[src/hdl/cdq_pkg.sv]
`timescale 1ns / 1ps

package cdq_pkg;

    localparam int DEPTH  = 8;
    localparam int IDX_W  = (DEPTH > 1) ? $clog2(DEPTH) : 1;
    localparam int DATA_W = 32;

    typedef logic [IDX_W-1:0]         t_idx;
    typedef logic signed [DATA_W-1:0] t_data;
    typedef logic [1:0]               t_req;
    typedef logic [1:0]               t_status;

    localparam t_req REQ_PUSH_FRONT = 2'd0;
    localparam t_req REQ_PUSH_REAR  = 2'd1;
    localparam t_req REQ_POP_FRONT  = 2'd2;
    localparam t_req REQ_POP_REAR   = 2'd3;

    localparam t_status ST_DONE     = 2'd0;
    localparam t_status ST_OVERFLOW = 2'd1;
    localparam t_status ST_EMPTY    = 2'd2;

    localparam t_idx IDX_LAST = IDX_W'(DEPTH - 1);

    function automatic t_idx idx_next(input t_idx i);
        return (i == IDX_LAST) ? '0 : i + 1'b1;
    endfunction

    function automatic t_idx idx_prev(input t_idx i);
        return (i == '0) ? IDX_LAST : i - 1'b1;
    endfunction

endpackage

[src/hdl/cdq_ram.sv]
`timescale 1ns / 1ps

module cdq_ram #(
    parameter int DEPTH = 8,
    parameter int WIDTH = 32
) (
    input  logic                                         i_clk,
    input  logic                                         i_wr_en,
    input  logic [((DEPTH > 1) ? $clog2(DEPTH) : 1)-1:0] i_wr_addr,
    input  logic [WIDTH-1:0]                             i_wr_data,
    input  logic                                         i_rd_en,
    input  logic [((DEPTH > 1) ? $clog2(DEPTH) : 1)-1:0] i_rd_addr,
    output logic [WIDTH-1:0]                             o_rd_data
);

    logic [WIDTH-1:0] r_mem [DEPTH];
    logic [WIDTH-1:0] r_rd_data;

    always_ff @(posedge i_clk) begin
        if (i_wr_en) begin
            r_mem[i_wr_addr] <= i_wr_data;
        end
        if (i_rd_en) begin
            r_rd_data <= r_mem[i_rd_addr];
        end
    end

    assign o_rd_data = r_rd_data;

endmodule

[src/hdl/circular_deque.sv]
`timescale 1ns / 1ps

// circular double-ended queue of signed 32-bit values, cdq_pkg::DEPTH entries deep. each request
// transfer pushes at the front or rear or pops from the front or rear and gives exactly one result
// transfer: pop_value (0 unless a pop succeeded) and status (done, overflow on a push to a full
// deque, empty on a pop from an empty deque). an accepted request holds off the next one until its
// result is loaded: the indices update and the entry store is written or read in the accept cycle,
// and the result register is loaded from the store's registered read port once it is free.
// the result register lets a new request be taken while a result still waits to be transferred.
// a push to an empty deque always lands in entry 0 and a pop of the last entry resets both ends.
module circular_deque (
    input  logic                 i_clk,
    input  logic                 i_rst_n,
    input  logic                 i_in_valid,
    output logic                 o_in_stall,
    input  cdq_pkg::t_req        i_req_type,
    input  cdq_pkg::t_data       i_push_value,
    output logic                 o_out_valid,
    input  logic                 i_out_stall,
    output cdq_pkg::t_data       o_pop_value,
    output cdq_pkg::t_status     o_status
);

    cdq_pkg::t_idx    r_front, n_front;
    cdq_pkg::t_idx    r_rear, n_rear;
    logic             r_empty, n_empty;
    logic             r_busy, n_busy;
    logic             r_pend_pop, n_pend_pop;
    cdq_pkg::t_status r_pend_status, n_pend_status;
    logic             r_out_valid, n_out_valid;
    cdq_pkg::t_data   r_pop_value, n_pop_value;
    cdq_pkg::t_status r_status, n_status;

    logic             in_xfer;
    logic             out_load;
    logic             is_push;
    logic             is_full;
    logic             wr_en;
    cdq_pkg::t_idx    wr_addr;
    cdq_pkg::t_idx    rd_addr;
    cdq_pkg::t_data   rd_data;

    assign in_xfer  = i_in_valid && !r_busy;
    assign out_load = r_busy && (!r_out_valid || !i_out_stall);
    assign is_push  = (i_req_type == cdq_pkg::REQ_PUSH_FRONT)
                   || (i_req_type == cdq_pkg::REQ_PUSH_REAR);
    assign is_full  = !r_empty && (cdq_pkg::idx_next(r_rear) == r_front);
    assign rd_addr  = (i_req_type == cdq_pkg::REQ_POP_FRONT) ? r_front : r_rear;

    always_comb begin
        n_front       = r_front;
        n_rear        = r_rear;
        n_empty       = r_empty;
        n_busy        = r_busy;
        n_pend_pop    = r_pend_pop;
        n_pend_status = r_pend_status;
        wr_en         = 1'b0;
        wr_addr       = '0;

        if (out_load) begin
            n_busy = 1'b0;
        end

        if (in_xfer) begin
            n_busy        = 1'b1;
            n_pend_pop    = 1'b0;
            n_pend_status = cdq_pkg::ST_DONE;
            case (i_req_type)
                cdq_pkg::REQ_PUSH_FRONT, cdq_pkg::REQ_PUSH_REAR: begin
                    if (r_empty) begin
                        n_empty = 1'b0;
                        n_front = '0;
                        n_rear  = '0;
                        wr_en   = 1'b1;
                        wr_addr = '0;
                    end else if (is_full) begin
                        n_pend_status = cdq_pkg::ST_OVERFLOW;
                    end else if (i_req_type == cdq_pkg::REQ_PUSH_FRONT) begin
                        n_front = cdq_pkg::idx_prev(r_front);
                        wr_en   = 1'b1;
                        wr_addr = cdq_pkg::idx_prev(r_front);
                    end else begin
                        n_rear  = cdq_pkg::idx_next(r_rear);
                        wr_en   = 1'b1;
                        wr_addr = cdq_pkg::idx_next(r_rear);
                    end
                end
                cdq_pkg::REQ_POP_FRONT, cdq_pkg::REQ_POP_REAR: begin
                    if (r_empty) begin
                        n_pend_status = cdq_pkg::ST_EMPTY;
                    end else begin
                        n_pend_pop = 1'b1;
                        if (r_front == r_rear) begin
                            n_empty = 1'b1;
                            n_front = '0;
                            n_rear  = '0;
                        end else if (i_req_type == cdq_pkg::REQ_POP_FRONT) begin
                            n_front = cdq_pkg::idx_next(r_front);
                        end else begin
                            n_rear = cdq_pkg::idx_prev(r_rear);
                        end
                    end
                end
                default: begin
                    n_pend_status = cdq_pkg::ST_DONE;
                end
            endcase
        end
    end

    always_comb begin
        n_out_valid = r_out_valid;
        n_pop_value = r_pop_value;
        n_status    = r_status;
        if (r_out_valid && !i_out_stall) begin
            n_out_valid = 1'b0;
        end
        if (out_load) begin
            n_out_valid = 1'b1;
            n_pop_value = r_pend_pop ? rd_data : '0;
            n_status    = r_pend_status;
        end
    end

    always_ff @(posedge i_clk) begin
        if (!i_rst_n) begin
            r_front     <= '0;
            r_rear      <= '0;
            r_empty     <= 1'b1;
            r_busy      <= 1'b0;
            r_out_valid <= 1'b0;
        end else begin
            r_front     <= n_front;
            r_rear      <= n_rear;
            r_empty     <= n_empty;
            r_busy      <= n_busy;
            r_out_valid <= n_out_valid;
        end
    end

    always_ff @(posedge i_clk) begin
        r_pend_pop    <= n_pend_pop;
        r_pend_status <= n_pend_status;
        r_pop_value   <= n_pop_value;
        r_status      <= n_status;
    end

    cdq_ram #(
        .DEPTH (cdq_pkg::DEPTH),
        .WIDTH (cdq_pkg::DATA_W)
    ) u_ram (
        .i_clk     (i_clk),
        .i_wr_en   (wr_en),
        .i_wr_addr (wr_addr),
        .i_wr_data (i_push_value),
        .i_rd_en   (in_xfer && !is_push),
        .i_rd_addr (rd_addr),
        .o_rd_data (rd_data)
    );

    assign o_in_stall  = r_busy;
    assign o_out_valid = r_out_valid;
    assign o_pop_value = r_pop_value;
    assign o_status    = r_status;

    // an empty deque keeps both ends at entry 0
    a_empty_ends: assert property (@(posedge i_clk) disable iff (!i_rst_n)
        r_empty |-> (r_front == '0) && (r_rear == '0))
        else $error("empty deque with ends away from entry 0");

    // a failed request never carries data
    a_fail_zero: assert property (@(posedge i_clk) disable iff (!i_rst_n)
        o_out_valid && (o_status != cdq_pkg::ST_DONE) |-> (o_pop_value == '0))
        else $error("failed request carries data");

    // every result comes from a request held in the busy cycle
    a_out_from_busy: assert property (@(posedge i_clk) disable iff (!i_rst_n)
        $rose(o_out_valid) |-> $past(r_busy))
        else $error("result without a pending request");

    // a full deque refuses a push without moving either end
    a_full_hold: assert property (@(posedge i_clk) disable iff (!i_rst_n)
        in_xfer && is_push && is_full |=> $stable(r_front) && $stable(r_rear)
            && (r_pend_status == cdq_pkg::ST_OVERFLOW))
        else $error("push to full deque changed state");

endmodule

[config.mk]
export PLATFORM = sky130hd
export DESIGN_NAME = circular_deque
export DESIGN_NICKNAME = d
export VERILOG_FILES = /design/src/hdl/cdq_pkg.sv /design/src/hdl/cdq_ram.sv /design/src/hdl/circular_deque.sv
export SDC_FILE = /design/constraint.sdc
export NUM_CORES = 1
export LEC_CHECK = 0
export ABC_CLOCK_PERIOD_IN_PS = 4000
export BUFFER_PORTS_ARGS = -buffer_cell sky130_fd_sc_hd__buf_2
export CORE_MARGIN = 2
export CORE_UTILIZATION = 59
export DETAILED_ROUTE_END_ITERATION = 10
export PLACE_DENSITY = 0.77
export SETUP_SLACK_MARGIN = 0.1
export SLEW_MARGIN = 0
export SYNTH_ARGS = -nofsm -noshare
export SYNTH_HDL_FRONTEND = slang
export SYNTH_SLANG_ARGS = --single-unit
export TNS_END_PERCENT = 30
[constraint.sdc]
create_clock -name i_clk -period 4 [get_ports i_clk]
set_input_delay 0.6 -clock i_clk [delete_from_list [all_inputs] [get_ports i_clk]]
set_output_delay 0.6 -clock i_clk [all_outputs]
set_load 0.05 [all_outputs]
# Word-level counts from Yosys, hierarchy flattened
# Memory sizes are Yosys's and may differ from the RTL's. A register that Yosys moved wholly into a read port is not among the register bits.
# Index checks and enable logic that the tools add are counted.
word_totals:
  elab_cells: 90
  mem_count: 1
  inputBits: 38
  out_inout_bits: 36
  ram_bits: 256
  regBits: 46
op_classes:
  add_sub_neg: 4
  eq_ne: 13
  muxes: 42
  reduce_logical: 21
mem_list:
  columns: ["memory", "depth", "width", "read_ports", "rd_ports_with_merged_regs", "wr", "line", "rtl"]
  rows:
  - ["u_ram.r_mem", 8, 32, 1, 1, 1, "cdq_ram.sv:16", "logic [WIDTH-1:0] r_mem [DEPTH];"]
ops:
  columns: ["op", "count"]
  rows:
  - ["3-bit 2-to-1 mux", 22]
  - ["1-bit 2-to-1 mux", 15]
  - ["3-bit inequality test (second input constant)", 5]
  - ["3-bit one-hot mux with 2 select lines", 2]
  - ["5-bit AND reduction", 2]
  - ["3-bit by 1-bit adder with 3-bit output (second input constant)", 2]
  - ["3-bit == test", 2]
  - ["3-bit == test (second input constant)", 2]
  - ["3-bit logical NOT", 2]
  - ["3-bit by 1-bit subtractor with 3-bit output (second input constant)", 2]
  - ["1-bit logical AND", 5]
  - ["1-bit logical NOT", 5]
  - ["2-bit == test (second input constant)", 2]
  - ["2-bit one-hot mux with 2 select lines", 1]
  - ["2-bit nonzero test", 2]
  - ["2-bit OR reduction", 2]
  - ["2-bit by 1-bit == test with 1-bit output (second input constant)", 1]
  - ["2-bit logical NOT", 1]
  - ["1-bit logical OR", 2]
  - ["2-bit 2-to-1 mux", 1]
  - ["2-bit inequality test (second input constant)", 1]
  - ["1-bit one-hot mux with 2 select lines", 1]

# Longest topological paths before layout
# Gate-level depths: netlist of run 1.
depth:
  depth_word: 10
  ltp_mapped: 8
  ltp_nobuf: 7

# Hierarchy
# A second synthesis of run 1 with hierarchy kept.
hier_totals:
  cells_unflattened: 602
  hier_area_um2: 13003.7
modules_own_cells:
  columns: ["mod", "cells_per_inst", "area_per_inst_um2", "n_inst", "seq_area_each_um2"]
  rows:
  - ["cdq_ram", 415, 10786.6, 1, 8648.3]
  - ["circular_deque", 187, 2217.1, 1, 1291.2]

# Worst setup path before layout of run 1
# Ideal clock, no wire load.
synth_path:
  path_kind: "reg2reg"
  from: "register r_busy, in the netlist o_in_stall"
  to: "register r_pop_value[0], in the netlist o_pop_value[0], enable pin"
  t_required_ns: 3.520
  path_buffers: 0
  setup_time_ns: 0.480
  setup_slack_ns: 0.225
  path_stages_with_launch: 2
  arrival_ns: 3.295
  period_less_slack_ns: 3.775
  cell_sequence: "dfxtp_1 -> a21boi_0"
synth_via:
  elab_chain_cells: 1
synth_lines:
  columns: ["item", "line", "rtl"]
  rows:
  - ["start: declaration", "circular_deque.sv:27", "logic r_busy, n_busy;"]
  - ["start signal: assignment", "circular_deque.sv:136", "r_busy <= n_busy;"]
  - ["1-bit logical AND", "circular_deque.sv:44", "assign out_load = r_busy && (!r_out_valid || !i_out_stall);"]
  - ["end signal: assignment", "circular_deque.sv:144", "r_pop_value <= n_pop_value;"]
  - ["end: declaration", "circular_deque.sv:31", "cdq_pkg::t_data r_pop_value, n_pop_value;"]
# No other way between the ends.
# A chain may end at the register's enable or synchronous reset.

# Worst setup path after layout of run 1
layout_path:
  from: "register r_rear[0]"
  to: "memory u_ram.r_mem[7][20], enable pin"
layout_via:
  elab_chain_cells: 10
  word_cells_on_any_way: 16
  classes_between: "1 x add/sub; 2 x eq/ne; 12 x mux; 1 x reduce/logical"
layout_lines:
  columns: ["item", "line", "rtl"]
  rows:
  - ["start: declaration", "circular_deque.sv:25", "cdq_pkg::t_idx r_rear, n_rear;"]
  - ["start signal: assignment", "circular_deque.sv:134", "r_rear <= n_rear;"]
  - ["3-bit by 1-bit adder with 3-bit output / 3-bit == test (equally long branches)", "cdq_pkg.sv:26", "return (i == IDX_LAST) ? '0 : i + 1'b1;"]
  - ["3-bit 2-to-1 mux (*)", "cdq_pkg.sv:26", null]
  - ["3-bit == test", "circular_deque.sv:47", "assign is_full = !r_empty && (cdq_pkg::idx_next(r_rear) == r_front);"]
  - ["1-bit logical AND", "circular_deque.sv:47", null]
  - ["1-bit 2-to-1 mux", "circular_deque.sv:76", "end else if (is_full) begin"]
  - ["1-bit 2-to-1 mux", "circular_deque.sv:70", "if (r_empty) begin"]
  - ["1-bit 2-to-1 mux", "circular_deque.sv:68", "case (i_req_type)"]
  - ["1-bit 2-to-1 mux", "circular_deque.sv:64", "if (in_xfer) begin"]
  - ["1-bit 2-to-1 mux", "cdq_ram.sv:20", "if (i_wr_en) begin"]
  - ["1-bit 2-to-1 mux (not written as such)", "cdq_ram.sv:21", "r_mem[i_wr_addr] <= i_wr_data;"]
  - ["end: declaration", "cdq_ram.sv:16", null]
# Mark *: on every way between the ends. The rest lies on a longest branch, timed or not.

==> results of run 1 <==
## worst paths after layout
check                                 startpoint  slack [ps]            endpoint
worst min-delay path                  i_in_valid         360          o_in_stall
worst max register to register         r_rear[0]         570  u_ram.r_mem[7][20]
worst min register to register  r_pend_status[0]         440         o_status[0]
worst max-delay path                   r_rear[0]         570  u_ram.r_mem[7][20]
## worst max-delay path, delay by kind of cell (launching register included)
family	cells	cell delay [ps]
buffers and inverters	2	650
AO/OA/AOI/OAI	1	640
AND/OR/NAND/NOR	3	620
flip-flops	1	550
adder cells (fa/ha/maj)	1	350
XOR/XNOR	1	230
## final cells by class
type                       count  area (um^2)
clock buffer                  48        934.6
clock inverter                10        85.08
fill                        1399         6839
inverter                       9        33.78
multi-input combinational    373         3198
sequential                   334         9940
tap                          280        350.3
timing repair buffer          93        578.1
## state kept, by name (all words and copies together) (netlist names)
signal           count
u_ram.r_mem        256
o_pop_value         32
u_ram.o_rd_data     32
r_front              3
r_rear               3
o_status             2
r_pend_status        2
o_in_stall           1
o_out_valid          1
r_empty              1
r_pend_pop           1
## layer usage
metal | up-vias | GRT usage | share of wire
met5 | - | 0 | 0.00050
met4 | 2 | 0.05785 | 0.017
met3 | 48 | 0.04340 | 0.062
met2 | 279 | 0.3649 | 0.49
met1 | 3508 | 0.3120 | 0.43
li1 | 3110 | - | -
## cells in the final DEF, fill, tap and decap left out, drive strengths merged, types with 2 or more instances in the layout
cell type    n
clkbuf      48
and2        35
clkinvlp     2
nor2b        5
a211o        2
a31oi        3
clkinv       6
or2          3
dfxtp        9
o211ai       2
buf         93
ha           8
o22ai       67
edfxtp     325
a21o         2
xnor2        2
and3         2
xor2         3
a21oi       10
a2111oi      2
mux2       128
nand2b       5
inv         10
o21ai        7
mux2i        6
nor3         6
nor2        46
nand3        3
nand2       17
## power breakdown
part	internal (mW)	switching [mW]
Sequential	3.93	0.0324
Clock	1.70	1.24
Combinational	0.152	0.322
## per-stage QoR
step,total power [mW],worst slack (ps),cells
floorplan,4.342,225.4,754
global placement,4.497,806.1,1089
global route,7.583,435.0,1147
detailed placement,4.513,790.2,1089
finish,7.383,570.1,1147
CTS,7.431,638.7,1147
## cells by family (layout without fill, tap and decap cells)
kind of cell	Yosys count	in the layout	synth area share
DFF	334	334	0.7484
xor gates and xnor gates	5	5	0.003298
buffers and inverters	47	160	0.02167
adders and majority gates	8	8	0.007537
muxes	134	134	0.1232
AOI/OAI and AO/OA	102	102	0.04918
and+or+nand+nor	124	124	0.04673
==> results by group, run 1 <==
Status
  • Status: finished, final reports clean

Floorplan
  • Core Rows: 54
  • Placeable Area: 21960 um^2
  • Io pins: 74
  • Starting density of the core: 0.6048
  • Die height: 154.0 um
  • Die width: 154.0 um
  • Die ar.: 23730 um^2

Critical path
  • R2R cell count: 8
  • CP Launch Type: flip-flop
  • WP data required: 4140 ps
  • Endpoint type of the worst setup path: flip-flop
  • Crit-path max FO: 32
  • CP arrival: 3570 ps
  • Critical path type: reg2reg
  • Slowest-stage cell, CP: a2111oi_0
  • Cell Chain, Critical Path: inv_1 > ha_1 > nand2b_1 > xnor2_1 > a2111oi_0 > nand3_1 > nor2_4 > buf_4
  • Crit path largest cell delay: 640 ps

Clock tree
  • Post-CTS Setup Inserts: 0
  • Clk buf depth: 3
  • CTS tree: yes
  • Resize count post-CTS: 0
  • Clock transition at the registers of the reported paths: 60 ps
  • CTS buffer count: 35
  • Clock latency on the worst-skew pair: 500 ps
  • CTS Hold Bufs: 0
  • Clock Sinks: 334
  • H-tree levels: 2
  • Root Driver: clkbuf_16

Drt
  • First-pass DRT Iterations: 5
  • Post-DRT Antenna Nets: 0
  • Wirelength per Cell: 22.64 um
  • Vias per cell: 6.057
  • Initial DRC Count: 652
  • Post-route DRC: 0
  • Vias: 6947
  • WL final: 25960 um

Synthesis
  • Mapped cell area: 13280 um^2
  • Register area share after synthesis: 0.7484
  • Synth Instances: 754
  • Top cells by area, synth: edfxtp_1, mux2_1, mux2_4
  • Flops & latches, synth: 334
  • Synth area leader: edfxtp_1
  • Most numerous cell in the Yosys netlist: edfxtp_1
  • Post-synth EDFFs: 325
  • Top cell type's share of synthesized area: 0.7348
  • Mean post-synth cell area: 17.61 um^2
  • Top_reg_cell synth: edfxtp_1
  • Most frequent cells after synthesis: edfxtp_1, mux2_1, o22ai_1
  • Syn Nets: 800
  • Synth async-reset ratio: 0
  • Post-synth cell types: 43
  • Yosys warns: 0

Timing
  • RSZ-0062 raised after global routing: no
  • Worst rel slew slack: 0.2200
  • Setup violations, final: 0
  • Measured slew at the worst slew-check pin: 1167 ps
  • Final Hold Violating Endpoints: 0
  • Slew Viols, Final: 0
  • Clock skew: 9.408 ps
  • Fmax: 0.2916 GHz
  • Min Clock Period, post-route: 3430 ps
  • Tcrit/Tclk final: 0.8575
  • Fin Setup TNS: 0 ps
  • Hold slack: 358.0 ps

Placement
  • IO Port Bufs: 73
  • Placer Congestion: 0.8282
  • Dpl hpwl: 15140 um
  • Post-DP Area: 14100 um^2

Global route
  • GRT Overall Usage: 0.2229
  • Vias in the first global route: 7090
  • Initial antenna violation count: 1
  • Remaining Overflow, GRT: 0
  • Global-route wire length before repair: 40270 um
  • Largest net degree at the start of global routing: 36

Pwr
  • Lkg Pwr: 5.235 nW
  • Max rail drop VDD: 0.3316 mV
  • Pwr/cell area: 488.3 nW/um^2

Flow run
  • # Max-Cap Violations: 0

Min path
  • Hold WC Path Type: in2reg
  • Hold path depth: 3

Final layout
  • Synth-to-layout area growth: 13.84%
  • Post-Layout Inst Area: 15120 um^2
  • Final design utilization: 0.6885
  • Nets: 892
  • # diodes: 0
  • Layout cell share with drive strength beyond 1: 0.2491
Power figures use the tool's default switching activity.
==> inputs of run 2 (changes only) <==
Settings changed: CORE_ASPECT_RATIO set to 1.25.
==> results by group, run 2 (synthesized netlist as in run 1, its figures left out) <==
Drt
  • Post-route DRC: 0 (unchanged)
  • WL final: 25430 um (was 25960 um)
  • Wirelength per Cell: 22.15 um (was 22.64 um)
  • Post-DRT Antenna Nets: 0 (unchanged)
  • Vias per cell: 5.923 (was 6.057)
  • First-pass DRT Iterations: 7 (was 5)
  • Initial DRC Count: 542 (was 652)
  • Vias: 6800 (was 6947)

Min path
  • HP Start: i_in_valid (unchanged)
  • Hold Crit Endpoint: o_in_stall (unchanged)
  • Hold path depth: 3 (unchanged)
  • Hold WC Path Type: in2reg (unchanged)

Clock tree
  • Clock latency on the worst-skew pair: 550 ps (was 500 ps)
  • Post-CTS Setup Inserts: 0 (unchanged)
  • Resize count post-CTS: 0 (unchanged)
  • CTS buffer count: 31 (was 35)
  • Clock Sinks: 334 (unchanged)
  • CTS tree: yes (unchanged)
  • Clock transition at the registers of the reported paths: 60 ps (about the same)
  • Root Driver: clkbuf_16 (unchanged)
  • H-tree levels: 1 (was 2)
  • CTS Hold Bufs: 0 (unchanged)
  • Clk buf depth: 3 (unchanged)

Global route
  • Vias in the first global route: 6881 (was 7090)
  • Remaining Overflow, GRT: 0 (unchanged)
  • Initial antenna violation count: 1 (unchanged)
  • Global-route wire length before repair: 38740 um (was 40270 um)
  • Largest net degree at the start of global routing: 41 (was 36)
  • GRT Overall Usage: 0.2119 (was 0.2229)

Final layout
  • Largest Register: u_ram.r_mem (unchanged)
  • Nets: 889 (was 892)
  • Commonest non-fill, non-tap cell in the layout: edfxtp_1 (unchanged)
  • Layout cell share with drive strength beyond 1: 0.2474 (was 0.2491)
  • # diodes: 0 (unchanged)
  • Commonest cells after routing, fill and taps aside: edfxtp_1, buf_2, mux2_1 (unchanged)
  • Fillers: 1423 (was 1399)
  • Synth-to-layout area growth: 13.77% (was 13.84%)
  • Max reg flops: 256 (unchanged)

Status
  • Status: finished, final reports clean (unchanged)

Critical path
  • RR Endpoint: u_ram.r_mem[5][12] (was u_ram.r_mem[7][20])
  • CP Launch Type: flip-flop (unchanged)
  • R2R cell count: 8 (unchanged)
  • Worst R2R Start: r_rear[0] (unchanged)
  • Endpoint type of the worst setup path: flip-flop (unchanged)
  • Critical path type: reg2reg (unchanged)
  • CP arrival: 3740 ps (was 3570 ps)
  • Flop-to-flop setup slack: 510 ps (was 570 ps)
  • WP data required: 4250 ps (was 4140 ps)
  • Crit-path max FO: 20 (was 32)

Placement
  • Pre-CTS setup slack: 498.5 ps (was 790.2 ps)
  • Dpl hpwl: 15620 um (was 15140 um)
  • Placer Congestion: 0.9047 (was 0.8282)
  • IO Port Bufs: 73 (unchanged)

Floorplan
  • Die height: 171.7 um (was 154.0 um)
  • Placeable Area: 22210 um^2 (was 21960 um^2)
  • Core Rows: 61 (was 54)
  • Io pins: 74 (unchanged)
  • Die ar.: 23730 um^2 (about the same)
  • Die width: 138.2 um (was 154.0 um)
  • Starting density of the core: 0.5980 (was 0.6048)

Pwr
  • Gate power share: 0.065 (was 0.064)
  • Max rail drop VDD: 0.4368 mV (was 0.3316 mV)
  • Sw frac: 0.2116 (was 0.2166)
  • Power share of the clock group: 0.386 (was 0.399)
  • Switch Pwr: 1.531 mW (was 1.599 mW)
  • Seq pwr share: 0.548 (was 0.537)
  • Pwr/cell area: 478.6 nW/um^2 (was 488.3 nW/um^2)
  • Lkg Pwr: 5.228 nW (was 5.235 nW)
  • Int Power: 5.701 mW (was 5.784 mW)
  • Design Power: 7.232 mW (was 7.383 mW)

Timing
  • Worst rel slew slack: 0.2018 (was 0.2200)
  • Min Clock Period, post-route: 3493 ps (was 3430 ps)
  • Slew Viols, Final: 0 (unchanged)
  • Setup WS post-layout: 507.0 ps (was 570.1 ps)
  • Tcrit/Tclk final: 0.8733 (was 0.8575)
  • Fin Setup TNS: 0 ps (unchanged)
  • Setup violations, final: 0 (unchanged)
  • RSZ-0062 raised after global routing: no (unchanged)
  • Measured slew at the worst slew-check pin: 1195 ps (was 1167 ps)
  • Final Hold Violating Endpoints: 0 (unchanged)
  • Fmax: 0.2863 GHz (was 0.2916 GHz)
  • Clock skew: 14.92 ps (was 9.408 ps)

Flow run
  • # Max-Cap Violations: 0 (unchanged)
[run 2: changes by cell type in the layout (fill, tap and decap cells not counted)]
cell,change
clkinv_2,+1
clkbuf_1,-2
buf_4,-2
inv_6,-1
clkbuf_16,-4
clkinv_1,+2
buf_12,+3
clkbuf_8,-1
bufinv_16,+2
[run 2: worst max path at each step]
stage / from / end / slack [ps] / depth (start not counted)
5_1_grt: r_rear[0] / u_ram.r_mem[5][16] / 290 / 8
3_3_place_gp: r_rear[0] / u_ram.r_mem[7][15] / 570 / 8
3_5_place_dp: r_rear[0] / u_ram.r_mem[5][14] / 500 / 8
6_report: r_rear[0] / u_ram.r_mem[5][12] / 510 / 8
2_1_floorplan: o_in_stall / o_pop_value[0] / 230 / 1
4_1_cts: r_rear[0] / u_ram.r_mem[5][15] / 490 / 8
[run 2: through the flow]
step	instances	area (um^2)	util	hold slack, ps
global placement	1093	14150	0.6370	402.4
finish	1148	15110	0.6804	326.4
floorplan	754	13280	-	400.3
detailed placement	1093	14150	0.6370	408.4
CTS	1148	15110	0.6804	307.5
global route	1148	15110	0.6804	323.0
[run 2: area by class of cell]
type	count	area, um^2	share of cell area
Clock buffer	41	813.3	0.05382
Clock inverter	14	148.9	0.009853
Inverter	9	33.78	0.002236
Multi-Input combinational cell	373	3198	0.2116
Sequential cell	334	9940	0.6578
Tap cell	283	354.1	0.02343
Timing Repair Buffer	94	623.1	0.04124
[run 2: power groups by stage]
stage,clock network (mW),registers (mW),logic (mW)
final,2.79,3.97,0.471
after detailed placement,0,4.04,0.470
after CTS,2.83,3.97,0.473
after global routing,2.99,3.97,0.503
after floorplan,0,4.11,0.234
after global placement,0,4.04,0.457
[run 2: worst max-delay path: stages, from the launching register on]
cell,delay (ps)
dfxtp_1,550
inv_1,210
ha_1,350
nand2b_1,120
xnor2_1,220
a2111oi_0,560
nand3_1,290
nor2_4,600
buf_4,300
[run 2: per-layer routing]
layer | vias up | track usage | part of all wire
li1 | 3102 | - | -
met1 | 3415 | 0.2708 | 0.41
met2 | 233 | 0.3717 | 0.51
met3 | 48 | 0.03369 | 0.053
met4 | 2 | 0.07720 | 0.026
met5 | - | 0 | 0.00051
